===== src/qrl_pkg.sv =====
// qrl_pkg: shared types, field codes and neighbor tables for the quadtree refine link block
// no dependencies; imported by the controller, the datapath and the top level
`timescale 1ns / 1ps

package qrl_pkg;

  // table geometry
  localparam int unsigned MAX_BLOCKS_DEF = 1024;
  localparam int unsigned LINK_FIELDS    = 8;
  localparam int unsigned LINK_W         = 11;
  localparam int unsigned COUNT_W        = 12;

  // link value meaning no neighbor
  localparam logic [LINK_W-1:0] NONE_LINK = 11'h7FF;
  // leaves added by one refine
  localparam logic [COUNT_W-1:0] LEAF_STEP = 12'd4;

  typedef enum logic [1:0] {
    CMD_REFINE   = 2'd0,
    CMD_WR_LINK  = 2'd1,
    CMD_WR_FLAGS = 2'd2,
    CMD_RD_FIELD = 2'd3
  } cmd_e;

  typedef enum logic [2:0] {
    FLD_LEVEL  = 3'd0,
    FLD_PARENT = 3'd1,
    FLD_FIRST  = 3'd2,
    FLD_SIB    = 3'd3,
    FLD_LEFT   = 3'd4,
    FLD_RIGHT  = 3'd5,
    FLD_DOWN   = 3'd6,
    FLD_UP     = 3'd7
  } fld_e;

  // block index driving the link memory address
  typedef enum logic [1:0] {
    BS_NB    = 2'd0,
    BS_SON   = 2'd1,
    BS_RDATA = 2'd2,
    BS_NEIGH = 2'd3
  } blk_sel_e;

  // source of link write data
  typedef enum logic [2:0] {
    DS_FVAL  = 3'd0,
    DS_LEV   = 3'd1,
    DS_NB    = 3'd2,
    DS_SIB   = 3'd3,
    DS_CHILD = 3'd4,
    DS_OUTER = 3'd5,
    DS_SON   = 3'd6
  } dat_sel_e;

  typedef enum logic [2:0] {
    FL_NONE      = 3'd0,
    FL_CLEAR     = 3'd1,
    FL_RD_LINK   = 3'd2,
    FL_RD_NB     = 3'd3,
    FL_WR_IN     = 3'd4,
    FL_WR_PARENT = 3'd5,
    FL_WR_CHILD  = 3'd6
  } fl_op_e;

  typedef enum logic [4:0] {
    ST_CLEAR,
    ST_IDLE,
    ST_LEV_RD,
    ST_LEV_CAP,
    ST_SON_LEV,
    ST_SON_PAR,
    ST_SON_SIB,
    ST_SON_IN0,
    ST_SON_IN1,
    ST_OUT_RDN,
    ST_OUT_RDF,
    ST_OUT_WR1,
    ST_OUT_WR2,
    ST_FL_PAR,
    ST_FL_CHILD,
    ST_WR_LINK,
    ST_WR_FLAGS,
    ST_RD_ENTRY,
    ST_FL_RD,
    ST_EMIT
  } state_e;

  // controller to datapath command word
  typedef struct packed {
    logic       accept;
    logic       lk_rd;
    logic       lk_wr;
    blk_sel_e   blk_sel;
    logic       use_fsel;
    fld_e       fld;
    dat_sel_e   dat_sel;
    logic [1:0] son_k;
    logic [1:0] dchild;
    logic [1:0] off;
    logic       cap_lev;
    logic       cap_n;
    logic       cap_s;
    fl_op_e     fl_op;
    logic       cnt_add;
    logic       out_load;
  } ctrl_t;

  // datapath to controller status
  typedef struct packed {
    logic inherit;
    logic clr_last;
    logic slot_free;
  } status_t;

  typedef struct packed {
    fld_e       fld;
    logic [1:0] child;
  } inner_t;

  typedef struct packed {
    fld_e       dir;
    logic [1:0] off;
    fld_e       back;
  } outer_t;

  // internal sibling link j of son k
  function automatic inner_t inner_link(input logic [1:0] k, input logic j);
    inner_t r;
    case ({k, j})
      3'b000:  r = '{fld: FLD_RIGHT, child: 2'd1};
      3'b001:  r = '{fld: FLD_UP,    child: 2'd2};
      3'b010:  r = '{fld: FLD_LEFT,  child: 2'd0};
      3'b011:  r = '{fld: FLD_UP,    child: 2'd3};
      3'b100:  r = '{fld: FLD_RIGHT, child: 2'd3};
      3'b101:  r = '{fld: FLD_DOWN,  child: 2'd0};
      3'b110:  r = '{fld: FLD_LEFT,  child: 2'd2};
      3'b111:  r = '{fld: FLD_DOWN,  child: 2'd1};
      default: r = '{fld: FLD_LEVEL, child: 2'd0};
    endcase
    return r;
  endfunction

  // outer side s of son k: direction, facing child offset, back link field
  function automatic outer_t outer_link(input logic [1:0] k, input logic s);
    outer_t r;
    case ({k, s})
      3'b000:  r = '{dir: FLD_LEFT,  off: 2'd1, back: FLD_RIGHT};
      3'b001:  r = '{dir: FLD_DOWN,  off: 2'd2, back: FLD_UP};
      3'b010:  r = '{dir: FLD_RIGHT, off: 2'd0, back: FLD_LEFT};
      3'b011:  r = '{dir: FLD_DOWN,  off: 2'd3, back: FLD_UP};
      3'b100:  r = '{dir: FLD_LEFT,  off: 2'd3, back: FLD_RIGHT};
      3'b101:  r = '{dir: FLD_UP,    off: 2'd0, back: FLD_DOWN};
      3'b110:  r = '{dir: FLD_RIGHT, off: 2'd2, back: FLD_LEFT};
      3'b111:  r = '{dir: FLD_UP,    off: 2'd1, back: FLD_DOWN};
      default: r = '{dir: FLD_LEVEL, off: 2'd0, back: FLD_LEVEL};
    endcase
    return r;
  endfunction

endpackage


===== src/qrl_ctrl.sv =====
// qrl_ctrl: sequencer stepping each request through its table reads and writes
// depends on qrl_pkg
`timescale 1ns / 1ps

module qrl_ctrl (
  input  logic             clk_i,
  input  logic             rst_ni,
  input  logic             in_valid_i,
  input  logic [1:0]       in_cmd_i,
  input  qrl_pkg::status_t stat_i,
  output logic             in_ready_o,
  output qrl_pkg::ctrl_t   ctrl_o
);
  import qrl_pkg::*;

  state_e     state_q, state_d;
  logic [1:0] k_q, k_d;
  logic       side_q, side_d;
  inner_t     inn0, inn1;
  outer_t     outr;

  assign inn0 = inner_link(k_q, 1'b0);
  assign inn1 = inner_link(k_q, 1'b1);
  assign outr = outer_link(k_q, side_q);

  always_ff @(posedge clk_i or negedge rst_ni) begin
    if (!rst_ni) begin
      state_q <= ST_CLEAR;
      k_q     <= 2'd0;
      side_q  <= 1'b0;
    end else begin
      state_q <= state_d;
      k_q     <= k_d;
      side_q  <= side_d;
    end
  end

  // next state
  always_comb begin
    state_d = state_q;
    k_d     = k_q;
    side_d  = side_q;
    case (state_q)
      ST_CLEAR: begin
        if (stat_i.clr_last) state_d = ST_IDLE;
      end
      ST_IDLE: begin
        if (in_valid_i) begin
          k_d    = 2'd0;
          side_d = 1'b0;
          case (cmd_e'(in_cmd_i))
            CMD_REFINE:   state_d = ST_LEV_RD;
            CMD_WR_LINK:  state_d = ST_WR_LINK;
            CMD_WR_FLAGS: state_d = ST_WR_FLAGS;
            default:      state_d = ST_RD_ENTRY;
          endcase
        end
      end
      ST_LEV_RD:  state_d = ST_LEV_CAP;
      ST_LEV_CAP: state_d = ST_SON_LEV;
      ST_SON_LEV: state_d = ST_SON_PAR;
      ST_SON_PAR: state_d = ST_SON_SIB;
      ST_SON_SIB: state_d = ST_SON_IN0;
      ST_SON_IN0: state_d = ST_SON_IN1;
      ST_SON_IN1: state_d = ST_OUT_RDN;
      ST_OUT_RDN: state_d = ST_OUT_RDF;
      ST_OUT_RDF: state_d = ST_OUT_WR1;
      ST_OUT_WR1, ST_OUT_WR2: begin
        if (state_q == ST_OUT_WR1 && !stat_i.inherit) begin
          state_d = ST_OUT_WR2;
        end else if (!side_q) begin
          side_d  = 1'b1;
          state_d = ST_OUT_RDN;
        end else begin
          side_d = 1'b0;
          if (k_q == 2'd3) begin
            k_d     = 2'd0;
            state_d = ST_FL_PAR;
          end else begin
            k_d     = k_q + 2'd1;
            state_d = ST_SON_LEV;
          end
        end
      end
      ST_FL_PAR: begin
        k_d     = 2'd0;
        state_d = ST_FL_CHILD;
      end
      ST_FL_CHILD: begin
        if (k_q == 2'd3) begin
          k_d     = 2'd0;
          state_d = ST_FL_RD;
        end else begin
          k_d = k_q + 2'd1;
        end
      end
      ST_WR_LINK:  state_d = ST_FL_RD;
      ST_WR_FLAGS: state_d = ST_FL_RD;
      ST_RD_ENTRY: state_d = ST_EMIT;
      ST_FL_RD:    state_d = ST_EMIT;
      ST_EMIT: begin
        if (stat_i.slot_free) state_d = ST_IDLE;
      end
      default: state_d = ST_IDLE;
    endcase
  end

  // command outputs
  always_comb begin
    ctrl_o     = '0;
    in_ready_o = 1'b0;
    ctrl_o.son_k = k_q;
    case (state_q)
      ST_CLEAR: ctrl_o.fl_op = FL_CLEAR;
      ST_IDLE: begin
        in_ready_o    = 1'b1;
        ctrl_o.accept = in_valid_i;
      end
      ST_LEV_RD: begin
        ctrl_o.lk_rd   = 1'b1;
        ctrl_o.blk_sel = BS_NB;
        ctrl_o.fld     = FLD_LEVEL;
      end
      ST_LEV_CAP: ctrl_o.cap_lev = 1'b1;
      ST_SON_LEV: begin
        ctrl_o.lk_wr   = 1'b1;
        ctrl_o.blk_sel = BS_SON;
        ctrl_o.fld     = FLD_LEVEL;
        ctrl_o.dat_sel = DS_LEV;
      end
      ST_SON_PAR: begin
        ctrl_o.lk_wr   = 1'b1;
        ctrl_o.blk_sel = BS_SON;
        ctrl_o.fld     = FLD_PARENT;
        ctrl_o.dat_sel = DS_NB;
      end
      ST_SON_SIB: begin
        ctrl_o.lk_wr   = 1'b1;
        ctrl_o.blk_sel = BS_SON;
        ctrl_o.fld     = FLD_SIB;
        ctrl_o.dat_sel = DS_SIB;
      end
      ST_SON_IN0: begin
        ctrl_o.lk_wr   = 1'b1;
        ctrl_o.blk_sel = BS_SON;
        ctrl_o.fld     = inn0.fld;
        ctrl_o.dat_sel = DS_CHILD;
        ctrl_o.dchild  = inn0.child;
      end
      ST_SON_IN1: begin
        ctrl_o.lk_wr   = 1'b1;
        ctrl_o.blk_sel = BS_SON;
        ctrl_o.fld     = inn1.fld;
        ctrl_o.dat_sel = DS_CHILD;
        ctrl_o.dchild  = inn1.child;
      end
      ST_OUT_RDN: begin
        ctrl_o.lk_rd   = 1'b1;
        ctrl_o.blk_sel = BS_NB;
        ctrl_o.fld     = outr.dir;
      end
      ST_OUT_RDF: begin
        ctrl_o.lk_rd   = 1'b1;
        ctrl_o.blk_sel = BS_RDATA;
        ctrl_o.fld     = FLD_FIRST;
        ctrl_o.fl_op   = FL_RD_LINK;
        ctrl_o.cap_n   = 1'b1;
      end
      ST_OUT_WR1: begin
        ctrl_o.lk_wr   = 1'b1;
        ctrl_o.blk_sel = BS_SON;
        ctrl_o.fld     = outr.dir;
        ctrl_o.dat_sel = DS_OUTER;
        ctrl_o.off     = outr.off;
        ctrl_o.cap_s   = 1'b1;
      end
      ST_OUT_WR2: begin
        ctrl_o.lk_wr   = 1'b1;
        ctrl_o.blk_sel = BS_NEIGH;
        ctrl_o.fld     = outr.back;
        ctrl_o.dat_sel = DS_SON;
      end
      ST_FL_PAR: begin
        ctrl_o.fl_op   = FL_WR_PARENT;
        ctrl_o.cnt_add = 1'b1;
      end
      ST_FL_CHILD: ctrl_o.fl_op = FL_WR_CHILD;
      ST_WR_LINK: begin
        ctrl_o.lk_wr    = 1'b1;
        ctrl_o.blk_sel  = BS_NB;
        ctrl_o.use_fsel = 1'b1;
        ctrl_o.dat_sel  = DS_FVAL;
      end
      ST_WR_FLAGS: ctrl_o.fl_op = FL_WR_IN;
      ST_RD_ENTRY: begin
        ctrl_o.lk_rd    = 1'b1;
        ctrl_o.blk_sel  = BS_NB;
        ctrl_o.use_fsel = 1'b1;
        ctrl_o.fl_op    = FL_RD_NB;
      end
      ST_FL_RD: ctrl_o.fl_op = FL_RD_NB;
      ST_EMIT:  ctrl_o.out_load = stat_i.slot_free;
      default: ;
    endcase
  end

endmodule


===== config.mk =====
export PLATFORM = sky130hd
export DESIGN_NAME = qrl_ctrl
export DESIGN_NICKNAME = d
export VERILOG_FILES = /design/src/qrl_pkg.sv /design/src/qrl_ctrl.sv
export SDC_FILE = /design/constraint.sdc
export NUM_CORES = 1
export LEC_CHECK = 0
export CORE_AREA = 10 10 55 57
export CTS_BUF_LIST = sky130_fd_sc_hd__clkbuf_16
export DETAILED_ROUTE_END_ITERATION = 6
export DIE_AREA = 0 0 65 67
export DONT_BUFFER_PORTS = 1
export PLACE_DENSITY = 0.82
export RECOVER_POWER = 50
export REMOVE_ABC_BUFFERS = 1
export SYNTH_ARGS = -nofsm -noshare
export SYNTH_HDL_FRONTEND = slang
export SYNTH_SLANG_ARGS = --single-unit
export TNS_END_PERCENT = 5

===== constraint.sdc =====
create_clock -name clk_i -period 2.5 [get_ports clk_i]
set_input_delay 0 -clock clk_i [delete_from_list [all_inputs] [get_ports clk_i]]
set_output_delay 0 -clock clk_i [all_outputs]
set_load 0.05 [all_outputs]

Word-level counts from Yosys, hierarchy flattened. Memories as Yosys holds them, arrays and structs flattened. Cells that the tools add are included. Widths: inputs -> output; s select.

Register bits: 8. Latch bits: 0. Bits in writable memories: 0. Memory bits (read-only): 48. Input port bits: 8. Output and inout port bits: 27. Memories kept: 1.

Memories: (no name shown) (words 8, width 6, read ports 1, clocked after memory_dff 0, wr ports 0, line qrl_pkg.sv:146) `case ({k, s})`.

Add/sub/neg operators: 1. $mul: 0. Div/mod/pow operators: 0. Magnitude comparators: 0. Equal/unequal tests: 30. Shifts and indexed selects: 0. Mux-type cells: 36. Bitwise logic cells: 0. Reduce and logical (&&, ||, !) cells: 19.

Operator list (number): $pmux 5 s17 (1); $eq 5x4->1 const B (8); $pmux 5 s4 (2); $pmux 3 s6 (2); $pmux 3 s7 (1); $eq 5x3->1 const B (4); $eq 5x5->1 const B (4); $mux 5 (4); $pmux 5 s3 (1); $mux 1 (13); $mux 4 (3); $ne 2x2->1 const B (6); $reduce_or 2->1 (6); $eq 5x2->1 const B (2); $mux 2 (5); $pmux 2 s4 (1); $reduce_and 4->1 (2); $reduce_or 8->1 (1); $eq 2x2->1 const B (3); $pmux 2 s3 (1); $reduce_or 6->1 (1); $eq 5x1->1 const B (1); $logic_not 5->1 (1); $eq 2x1->1 const B (2); 10 further kinds (11).

Longest topological paths before layout. Gate-level depths: netlist of the first run.

Word-level depth: 5. Mapped depth: 7. Gate-level depth less buffers: 6.

Worst setup path before layout of the first run. OpenSTA, ideal clock, no wires.

Kind: register to output. Start: register k_q[0]. End: output ctrl_o[11] (netlist name). Arrival: 2.358 ns. Data required time: 2.500 ns. Setup slack: 0.142 ns. Cell stages (with the launch flop): 4. Buffers on the path: 0. Cell sequence: dfrtp_1 inv_1 ha_1 o31ai_1.

RTL lines: from (decl) (line qrl_ctrl.sv:17) `logic [1:0] k_q, k_d;`; from (signal assigned) (line qrl_ctrl.sv:33) `k_q <= k_d;`; to (decl) (line qrl_ctrl.sv:12) `output qrl_pkg::ctrl_t ctrl_o`.

==> results.py, run 1 <==
metrics = {
    "run_status": {
        "outcome": "finished, final reports clean",
    },
    "worst_hold_path": {
        "hp-class": "input pin to flip-flop",
        "holdPathStages": 2,
    },
    "global_route": {
        "grt_pass1_wl_um": 6423,
        "grt_pass1_vias": 1327,
        "grt-ovfl-total": 0,
        "antenna_found_initial": 0,
        "use_met3": 0.03846,
        "top_usage_layer": "met2",
        "use_met1": 0.2219,
        "grt_max_degree": 24,
        "use_met2": 0.2906,
        "grt_usage": 0.1767,
    },
    "worst_setup_path": {
        "reg2reg_depth": 6,
        "arrival_ns": 2.29,
        "cp-end-kind": "output pin",
        "cp.required_ns": 2.50,
        "path_class": "flip-flop to output pin",
        "cp-start-kind": "flip-flop",
        "crit_fanout": 21,
    },
    "clock_network": {
        "numCtsBuffers": 3,
        "ctsResizeCount": 0,
        "cts_sinks": 8,
        "cts_root_buf": "clkbuf_16",
        "cts.reportedPaths.clkPinSlew_ns": 0.04,
        "cts_setup_buffers": 0,
        "cts_tree": "yes",
        "clock_latency_ns": 0.23,
        "hold_buffers": 1,
        "cts_max_level": 1,
        "cts_buffer_depth": 2,
    },
    "drt": {
        "drt-total-wl_um": 3822,
        "via_per_inst": 6.354,
        "dr.pass1.iters": 4,
        "drt_first_iter_violations": 121,
        "ant_nets": 0,
        "vias": 1417,
        "wl_per_cell_um": 17.14,
        "drc_errors": 0,
    },
    "power": {
        "ir_drop_mv": 1.082,
        "sw_frac_of_total": 0.6042,
        "power.density_mw_per_mm2": 1632,
        "combPwrFrac": 0.718,
        "intPower_uw": 914.9,
        "p_leak_uw": 0.0006307,
        "seq_power_share": 0.165,
        "p_clk_frac": 0.117,
        "p_sw_uw": 1397,
        "power.total_uw": 2312,
    },
    "die": {
        "dieHeight_um": 67,
        "die_x_um": 65,
        "core_area_mm2": 0.001942,
        "num_rows": 16,
        "die_area_mm2": 0.004355,
        "start_util": 0.6198,
        "ios": 35,
    },
    "layout": {
        "nFillCells": 177,
        "drive_gt1_frac": 0.1633,
        "syn_to_final_growth_pct": 17.67,
        "nets": 212,
        "antennaDiodeCount": 0,
    },
    "sta": {
        "hold_violations": 0,
        "rsz0062_at_grt": "no",
        "period_minus_slack_ns": 2.294,
        "fmaxAchievable_mhz": 435.8,
        "max_slew_margin": 0.5622,
        "fin_crit_sh": 0.9178,
        "setup_violations": 0,
        "setup_tns_ns": 0,
        "timing.final.max_slew_violations": 0,
        "skew_ns": 0.004192,
        "tightest_slew_ns": 0.6567,
    },
    "synthesis": {
        "synth_mux_area_frac": 0.03326,
        "syn_area_mm2": 0.001204,
        "synth_edf_count": 0,
        "synth_common_cells": "nor2_1 (26), o21ai_0 (18), nand2_1 (14)",
        "synth_top_family_by_area": "simple AND/OR/NAND/NOR gates",
        "netlist_top_cells_area": "dfrtp_1 (17%), nor2_1 (8.1%), o21ai_0 (7.5%), ha_1 (6.2%), a21oi_1 (5.4%)",
        "ys_ff_latch": 8,
        "yosysWarnings": 0,
        "synth_xor_area_frac": 0.01455,
        "syn_inst": 181,
        "synth_ff_type": "dfrtp_1",
        "synth_adder_area_share": 0.06237,
        "synth.most_common_cell": "nor2_1",
        "synth-simple-area-share": 0.3358,
        "synth_compound_area_frac": 0.2973,
        "seq_area_frac_synth": 0.1663,
        "synth_area_per_cell_um2": 6.650,
        "yosys.area.top_type": "dfrtp_1",
        "async_flop_share": 1.000,
        "ys_types": 39,
        "netlist.area_leader.share": 0.1663,
    },
    "placement": {
        "dp_hpwl_um": 2899,
        "numPortBuffers": 0,
        "place_congestion": 0.9499,
    },
    "run": {
        "maxCapViolations": 0,
    },
}
[critical path: stages, from the launching register on]
cell and delay (ns):
dfrtp_1 0.75, nand2_1 0.16, buf_4 0.21, nor3_1 0.32, a22oi_1 0.16, nand3_1 0.46
[cell type report]
cell class	instances	area, µm²	area share
clock buffer	3	75.07	0.05300
inverter	8	30.03	0.02120
multi-input combinational	150	909.6	0.6422
sequential	8	200.2	0.1413
tap	27	33.78	0.02385
timing repair buffer	27	167.7	0.1184
[logic make-up after synthesis]
kind of cell	Yosys count
simple gates	82
fa+ha+maj	6
buf+inv	23
mux	4
compound gates	56
flops	8
xor+xnor	2
[flip-flops by register name (all words and copies together) (netlist names)]
| register | cells |
|---|---|
| k_q | 2 |
| side_q | 1 |
| state_q | 5 |
[metal layers]
metal / share of wire / vias to the layer above
met1: 0.41 / 656
li1: - / 670
met2: 0.49 / 85
met3: 0.080 / 6
met5: 0 / -
met4: 0.014 / 0
[cells in the final DEF, fill, tap and decap left out, drive strengths merged, types with 2 or more instances in the layout]
cell type	n
nand2b	9
a31oi	2
o21ai	18
nand3	5
ha	6
nor2b	6
or3	6
or2	4
o22ai	2
buf	15
o22a	2
nor2	27
nand2	14
nor3	7
inv	8
and2	2
o41ai	2
a21oi	13
a211oi	3
mux2i	4
dfrtp	8
o31ai	2
xnor2	2
clkbuf	14
a22oi	4
[power groups by stage]
stage | combinational (µW) | clock [µW] | sequential (µW)
after floorplan | 1210 | 0 | 387
after global placement | 1650 | 0 | 367
after detailed placement | 1690 | 0 | 372
after CTS | 1700 | 272 | 371
after global routing | 1790 | 284 | 396
final | 1660 | 271 | 381
[path summary, 6_finish.rpt]
| kind | startpoint | end | slack, ns |
|---|---|---|---|
| max in group asynchronous | rst_ni | state_q[4] | 2.10 |
| min in group asynchronous | rst_ni | k_q[0] | 0.13 |
| hold / removal | stat_i[1] | state_q[0] | 0.02 |
| setup reg to reg | state_q[3] | k_q[1] | 0.37 |
| hold reg to reg | side_q | side_q | 0.82 |
| setup / recovery | state_q[1] | ctrl_o[17] | 0.21 |
[metrics by stage]
step | area [µm²] | instances | hold WS, ns | utilization | worst slack (ns)
2_1_floorplan | 1125 | 166 | -0.2956 | - | 0.01338
4_1_cts | 1454 | 223 | 0.02259 | 0.7487 | 0.2598
6_report | 1416 | 223 | 0.01888 | 0.7294 | 0.2056
3_5_place_dp | 1369 | 219 | -0.2953 | 0.7049 | 0.4776
3_3_place_gp | 1369 | 219 | -0.2953 | 0.7049 | 0.5666
5_1_grt | 1416 | 223 | 0.02787 | 0.7294 | 0.1189
Power figures use the tool's default switching activity.
==> inputs of run 2 (changes only) <==
Settings changed: CTS_BUF_LIST sky130_fd_sc_hd__clkbuf_16 to sky130_fd_sc_hd__clkbuf_8.
==> run 2 against run 1 <==
Combinational power about the same. Cell count unchanged. Worst hold slack worse by 0.010 ns. Final area down 2.5%. Maximum frequency down 2.4%. Count of clock-buffer cells in the layout unchanged. Sequential power about the same. Utilization down 1.8 points. Setup slack worse by 0.056 ns. Clock skew up 0.0031 ns. Critical endpoint unchanged. Largest cell class unchanged. Largest power group unchanged.
==> results.py, run 2 (synthesis results as in run 1) <==
metrics = {
    "clock_network": {
        "cts.reportedPaths.clkPinSlew_ns": 0.05,
        "cts_buffer_depth": 2,
        "clock_latency_ns": 0.23,
        "cts_tree": "yes",
        "hold_buffers": 1,
        "cts_sinks": 8,
        "cts_root_buf": "clkbuf_8",
        "cts_setup_buffers": 0,
        "numCtsBuffers": 3,
        "ctsResizeCount": 0,
        "cts_max_level": 1,
    },
    "layout": {
        "final_cells": 223,
        "top_register": "state_q",
        "most-common-layout-cells": "nor2_1 (26), o21ai_0 (17), buf_4 (15), nand2_1 (14), a21oi_1 (13)",
        "antennaDiodeCount": 0,
        "final_common_cell": "nor2_1",
        "nets": 212,
        "syn_to_final_growth_pct": 14.76,
        "final_core_util": 0.7113,
        "largest_reg_flops": 5,
        "largestRegisters": "state_q (5), k_q (2), side_q (1)",
        "drive_gt1_frac": 0.1582,
    },
    "global_route": {
        "grt_max_degree": 24,
        "grt-ovfl-total": 0,
        "grt_pass1_vias": 1328,
        "grt_pass1_wl_um": 6237,
        "grt_usage": 0.1719,
        "antenna_found_initial": 0,
    },
    "sta": {
        "max_slew_margin": 0.4416,
        "setup_tns_ns": 0,
        "skew_ns": 0.007270,
        "timing.final.max_slew_violations": 0,
        "hold_violations": 0,
        "tightest_slew_ns": 0.8376,
        "rsz0062_at_grt": "no",
        "fmaxAchievable_mhz": 425.4,
        "fin_crit_sh": 0.9404,
        "setup_violations": 0,
        "period_minus_slack_ns": 2.351,
    },
    "die": {
        "dieHeight_um": 67,
        "die_area_mm2": 0.004355,
        "start_util": 0.6198,
        "die_x_um": 65,
        "core_area_mm2": 0.001942,
        "num_rows": 16,
        "ios": 35,
    },
    "run_status": {
        "outcome": "finished, final reports clean",
    },
    "placement": {
        "numPortBuffers": 0,
        "place_inst": 219,
        "place_congestion": 0.9499,
        "dp_hpwl_um": 2899,
    },
    "worst_setup_path": {
        "crit_fanout": 6,
        "cp-start-kind": "flip-flop",
        "arrival_ns": 2.35,
        "path_class": "flip-flop to output pin",
        "cp-end-kind": "output pin",
        "cp.required_ns": 2.50,
    },
    "drt": {
        "via_per_inst": 6.242,
        "drt-total-wl_um": 3711,
        "drc_errors": 0,
        "drt_first_iter_violations": 97,
        "wl_per_cell_um": 16.64,
        "ant_nets": 0,
        "dr.pass1.iters": 4,
        "vias": 1392,
    },
    "power": {
        "power.density_mw_per_mm2": 1589,
        "seq_power_share": 0.173,
        "combPwrFrac": 0.754,
        "ir_drop_mv": 0.9999,
        "intPower_uw": 816.4,
        "p_leak_uw": 0.0006117,
        "sw_frac_of_total": 0.6281,
        "p_clk_frac": 0.073,
        "p_sw_uw": 1379,
    },
    "worst_hold_path": {
        "hp-class": "input pin to flip-flop",
    },
    "run": {
        "maxCapViolations": 0,
    },
}
[run 2: stage by stage]
| stage | hold WS [ns] | total power [µW] | area (µm²) | setup WS, ns |
|---|---|---|---|---|
| 2_1_floorplan | -0.2956 | 1598 | 1125 | 0.01338 |
| 3_3_place_gp | -0.2953 | 2014 | 1369 | 0.5666 |
| 3_5_place_dp | -0.2953 | 2064 | 1369 | 0.4776 |
| 4_1_cts | 0.004161 | 2231 | 1420 | 0.2553 |
| 5_1_grt | 0.02845 | 2362 | 1381 | 0.06233 |
| 6_report | 0.008623 | 2195 | 1381 | 0.1491 |
[run 2: area by class of cell]
type | instances | area (µm²)
multi-input combinational | 150 | 909.6
fill | 179 | 560.5
sequential | 8 | 200.2
timing repair buffer | 27 | 166.4
clock buffer | 3 | 41.29
tap | 27 | 33.78
inverter | 8 | 30.03
[run 2: worst max-delay path: stages (launching register included)]
cell and delay (ns):
dfrtp_1 0.34, clkbuf_1 0.64, inv_1 0.21, ha_1 0.27, a22oi_1 0.19, nand3_1 0.47
[run 2: worst paths after layout]
path	start	to	slack, ns	cells past startpoint
max reg2reg	state_q[3]	k_q[1]	0.37	6
max in group asynchronous	rst_ni	state_q[4]	2.09	1
min	stat_i[1]	state_q[0]	0.009	2
max	k_q[1]	ctrl_o[17]	0.15	5
min in group asynchronous	rst_ni	k_q[0]	0.12	1
min reg2reg	side_q	side_q	0.79	2
[run 2: layer usage]
metal | up-vias | track usage | wire length [µm]
met5 | - | 0 | 0
met4 | 0 | 0.06684 | 51
met3 | 7 | 0.04181 | 288
met2 | 66 | 0.2783 | 1805
met1 | 649 | 0.2135 | 1565
li1 | 670 | - | -
[run 2: power groups by stage]
stage                     clock [µW]  sequential, µW  combinational (µW)
final                            160             380                1660
after global routing             170             396                1800
after CTS                        161             371                1700
after detailed placement           0             372                1690
after global placement             0             367                1650
after floorplan                    0             387                1210
==> inputs of run 3 (changes only) <==
Settings changed: ABC_AREA set to 1, CORE_AREA 10 10 55 57 to 2 2 42 44, DIE_AREA 0 0 65 67 to 0 0 44 46, PLACE_DENSITY 0.82 to 0.84.
==> run 3 against run 2 <==
Wire length decreased by 17%. Non-clock buffer count decreased by 11. Utilization increased by 0.49 points. Die area decreased by 54%. Count of clock-buffer cells in the layout unchanged. Via count decreased by 8.0%. Cell count decreased by 6.3%. Maximum frequency increased by 10%. Synthesized area decreased by 18%. First-iteration DRC count decreased by 36%. Final area decreased by 16%. Largest cell class unchanged.
==> results.py, run 3 <==
metrics = {
    "run_status": {
        "outcome": "finished, final reports clean",
    },
    "sta": {
        "skew_ns": 0.0001198,
        "timing.final.max_slew_violations": 0,
        "period_minus_slack_ns": 2.129,
        "tightest_slew_ns": 1.037,
        "hold_violations": 0,
        "rsz0062_at_grt": "no",
        "setup_tns_ns": 0,
        "fin_crit_sh": 0.8514,
        "max_slew_margin": 0.3059,
        "setup_violations": 0,
        "fmaxAchievable_mhz": 469.8,
    },
    "clock_network": {
        "cts_root_buf": "clkbuf_8",
        "cts.reportedPaths.clkPinSlew_ns": 0.04,
        "cts_max_level": 1,
        "numCtsBuffers": 3,
        "ctsResizeCount": 0,
        "clock_latency_ns": 0.23,
        "cts_buffer_depth": 2,
        "cts_sinks": 8,
        "cts_tree": "yes",
        "cts_setup_buffers": 0,
    },
    "die": {
        "num_rows": 15,
        "dieHeight_um": 46,
        "die_x_um": 44,
        "die_area_mm2": 0.002024,
        "ios": 35,
        "core_area_mm2": 0.001614,
        "start_util": 0.6101,
    },
    "worst_setup_path": {
        "cp_num_cells": 9,
        "arrival_ns": 2.28,
        "path_class": "flip-flop to flip-flop",
        "cp-start-kind": "flip-flop",
        "regToRegSetupSlack_ns": 0.37,
        "path_delay_family": "simple AND/OR/NAND/NOR gates",
        "timing.rr.end": "k_q[0]",
        "slowest_stage": "inv_1",
        "cp.required_ns": 2.65,
        "crit_chain": "nor2_1 -> nand3_1 -> inv_1 -> nand2_1 -> nand2_1 -> inv_1 -> nand3_2 -> nand2_1 -> o21ai_1",
        "crit_path_frequent_cell": "nand2_1",
        "worst-path-buf-inv": 2,
        "max_stage_delay_ns": 0.45,
        "reg2reg_depth": 9,
        "cp-end-kind": "flip-flop",
        "startpoint": "state_q[3]",
        "crit_fanout": 6,
        "r2r_start": "state_q[3]",
        "crit_end": "k_q[0]",
    },
    "synthesis": {
        "netlist_top_cells_area": "nand2_1 (22%), dfrtp_1 (20%), nand3_1 (12%), ha_1 (7.6%), inv_1 (7.6%)",
        "synth_common_cells": "nand2_1 (57), nand3_1 (23), inv_1 (20), nor2_1 (20), o21ai_0 (11)",
        "syn_inst": 174,
        "ys_ff_latch": 8,
        "netlist.area_leader.share": 0.2173,
        "synth_ff_type": "dfrtp_1",
        "seq_area_frac_synth": 0.2033,
        "yosysWarnings": 0,
        "ys_types": 20,
        "synth_edf_count": 0,
        "synth_area_per_cell_um2": 5.659,
        "syn_area_um2": 984.7,
        "synth.most_common_cell": "nand2_1",
        "yosys.area.top_type": "nand2_1",
        "async_flop_share": 1.000,
    },
    "drt": {
        "vias": 1280,
        "dr.pass1.iters": 4,
        "wl_per_cell_um": 14.78,
        "drc_errors": 0,
        "drt_first_iter_violations": 62,
        "ant_nets": 0,
        "drt-total-wl_um": 3088,
        "via_per_inst": 6.124,
    },
    "placement": {
        "numPortBuffers": 0,
        "place_congestion": 0.9312,
        "dp_hpwl_um": 2327,
    },
    "layout": {
        "antennaDiodeCount": 0,
        "largest_reg_flops": 5,
        "drive_gt1_frac": 0.1250,
        "final_common_cell": "nand2_1",
        "layout.area.seq_um2": 200.2,
        "nFillCells": 134,
        "multi_input_area_um2": 686.9,
        "largestRegisters": "state_q (5), k_q (2), side_q (1)",
        "top_register": "state_q",
        "syn_to_final_growth_pct": 17.41,
        "most-common-layout-cells": "nand2_1 (57), nand3_1 (24), inv_1 (21), nor2_1 (21), buf_4 (10)",
        "nets": 208,
    },
    "run": {
        "maxCapViolations": 0,
    },
    "worst_hold_path": {
        "min-delay-start": "in_cmd_i[0]",
        "hp-class": "input pin to flip-flop",
    },
    "global_route": {
        "grt-ovfl-total": 0,
        "grt_usage": 0.3178,
        "grt_pass1_vias": 1111,
        "antenna_found_initial": 0,
        "grt_pass1_wl_um": 4678,
        "grt_max_degree": 13,
    },
}
[run 3: changes by cell type in the layout (fill, tap and decap cells not counted), sizes merged, moves of 8 or more]
cell / change
inv: +16
nand2: +44
nand3: +21
nand2b: -9
clkbuf: -8
a21oi: -9
[run 3: repair_timing]
| item | 4_1_cts | 5_1_grt |
|---|---|---|
| hold endpoints to repair | 10 | 0 |
| hold buffers | 3 | 0 |
| setup endpoints to repair | 0 | 0 |
[run 3: layer usage]
| metal | GRT usage | part of all wire |
|---|---|---|
| met5 | 0 | 0 |
| met4 | 0.1758 | 0.028 |
| met3 | 0.06349 | 0.12 |
| met2 | 0.5000 | 0.47 |
| met1 | 0.4068 | 0.39 |
[run 3: worst min-delay path by stage]
stage                 endpoint  slack (ns)  cells past startpoint
global route        state_q[0]        0.07                      4
finish              state_q[2]        0.04                      4
CTS                 state_q[3]        0.03                      4
floorplan               k_q[0]       -0.30                      0
global placement        k_q[1]       -0.30                      0
detailed placement      k_q[1]       -0.30                      0
[run 3: cells by family (layout without fill, tap and decap cells)]
| family | Yosys count | in the layout | share of synthesized area |
|---|---|---|---|
| AO/OA/AOI/OAI | 23 | 23 | 0.1283 |
| adder cells (fa/ha/maj) | 6 | 6 | 0.07624 |
| buffers and inverters | 25 | 43 | 0.09656 |
| flip-flops | 8 | 8 | 0.2033 |
| AND/OR/NAND/NOR | 112 | 112 | 0.4956 |
[run 3: cell type report]
| class | instances | area share |
|---|---|---|
| timing repair buffer | 16 | 0.1006 |
| tap | 17 | 0.01840 |
| clock buffer | 3 | 0.03571 |
| sequential | 8 | 0.1732 |
| multi-input combinational | 141 | 0.5942 |
| inverter | 24 | 0.07792 |
[run 3: worst min-delay path: cells and delay by family]
family             cells  cell delay, ns
and+or+nand+nor        3            0.17
AOI/OAI and AO/OA      1            0.06
[run 3: stage by stage]
| stage | hold slack (ns) | std cells | area (µm²) | util | setup WS, ns |
|---|---|---|---|---|---|
| after floorplan | -0.2956 | 173 | 979.7 | - | 0.1528 |
| after global placement | -0.2954 | 203 | 1104 | 0.6837 | 0.7169 |
| after detailed placement | -0.2954 | 203 | 1104 | 0.6837 | 0.6987 |
| after CTS | 0.02792 | 209 | 1175 | 0.7279 | 0.4817 |
| after global routing | 0.06528 | 209 | 1156 | 0.7163 | 0.2174 |
| final | 0.04047 | 209 | 1156 | 0.7163 | 0.3714 |
Power of run 3 is left out: the tool's default activity adds up to more than one toggle a clock period on the data nets, which glitch-free logic cannot reach.
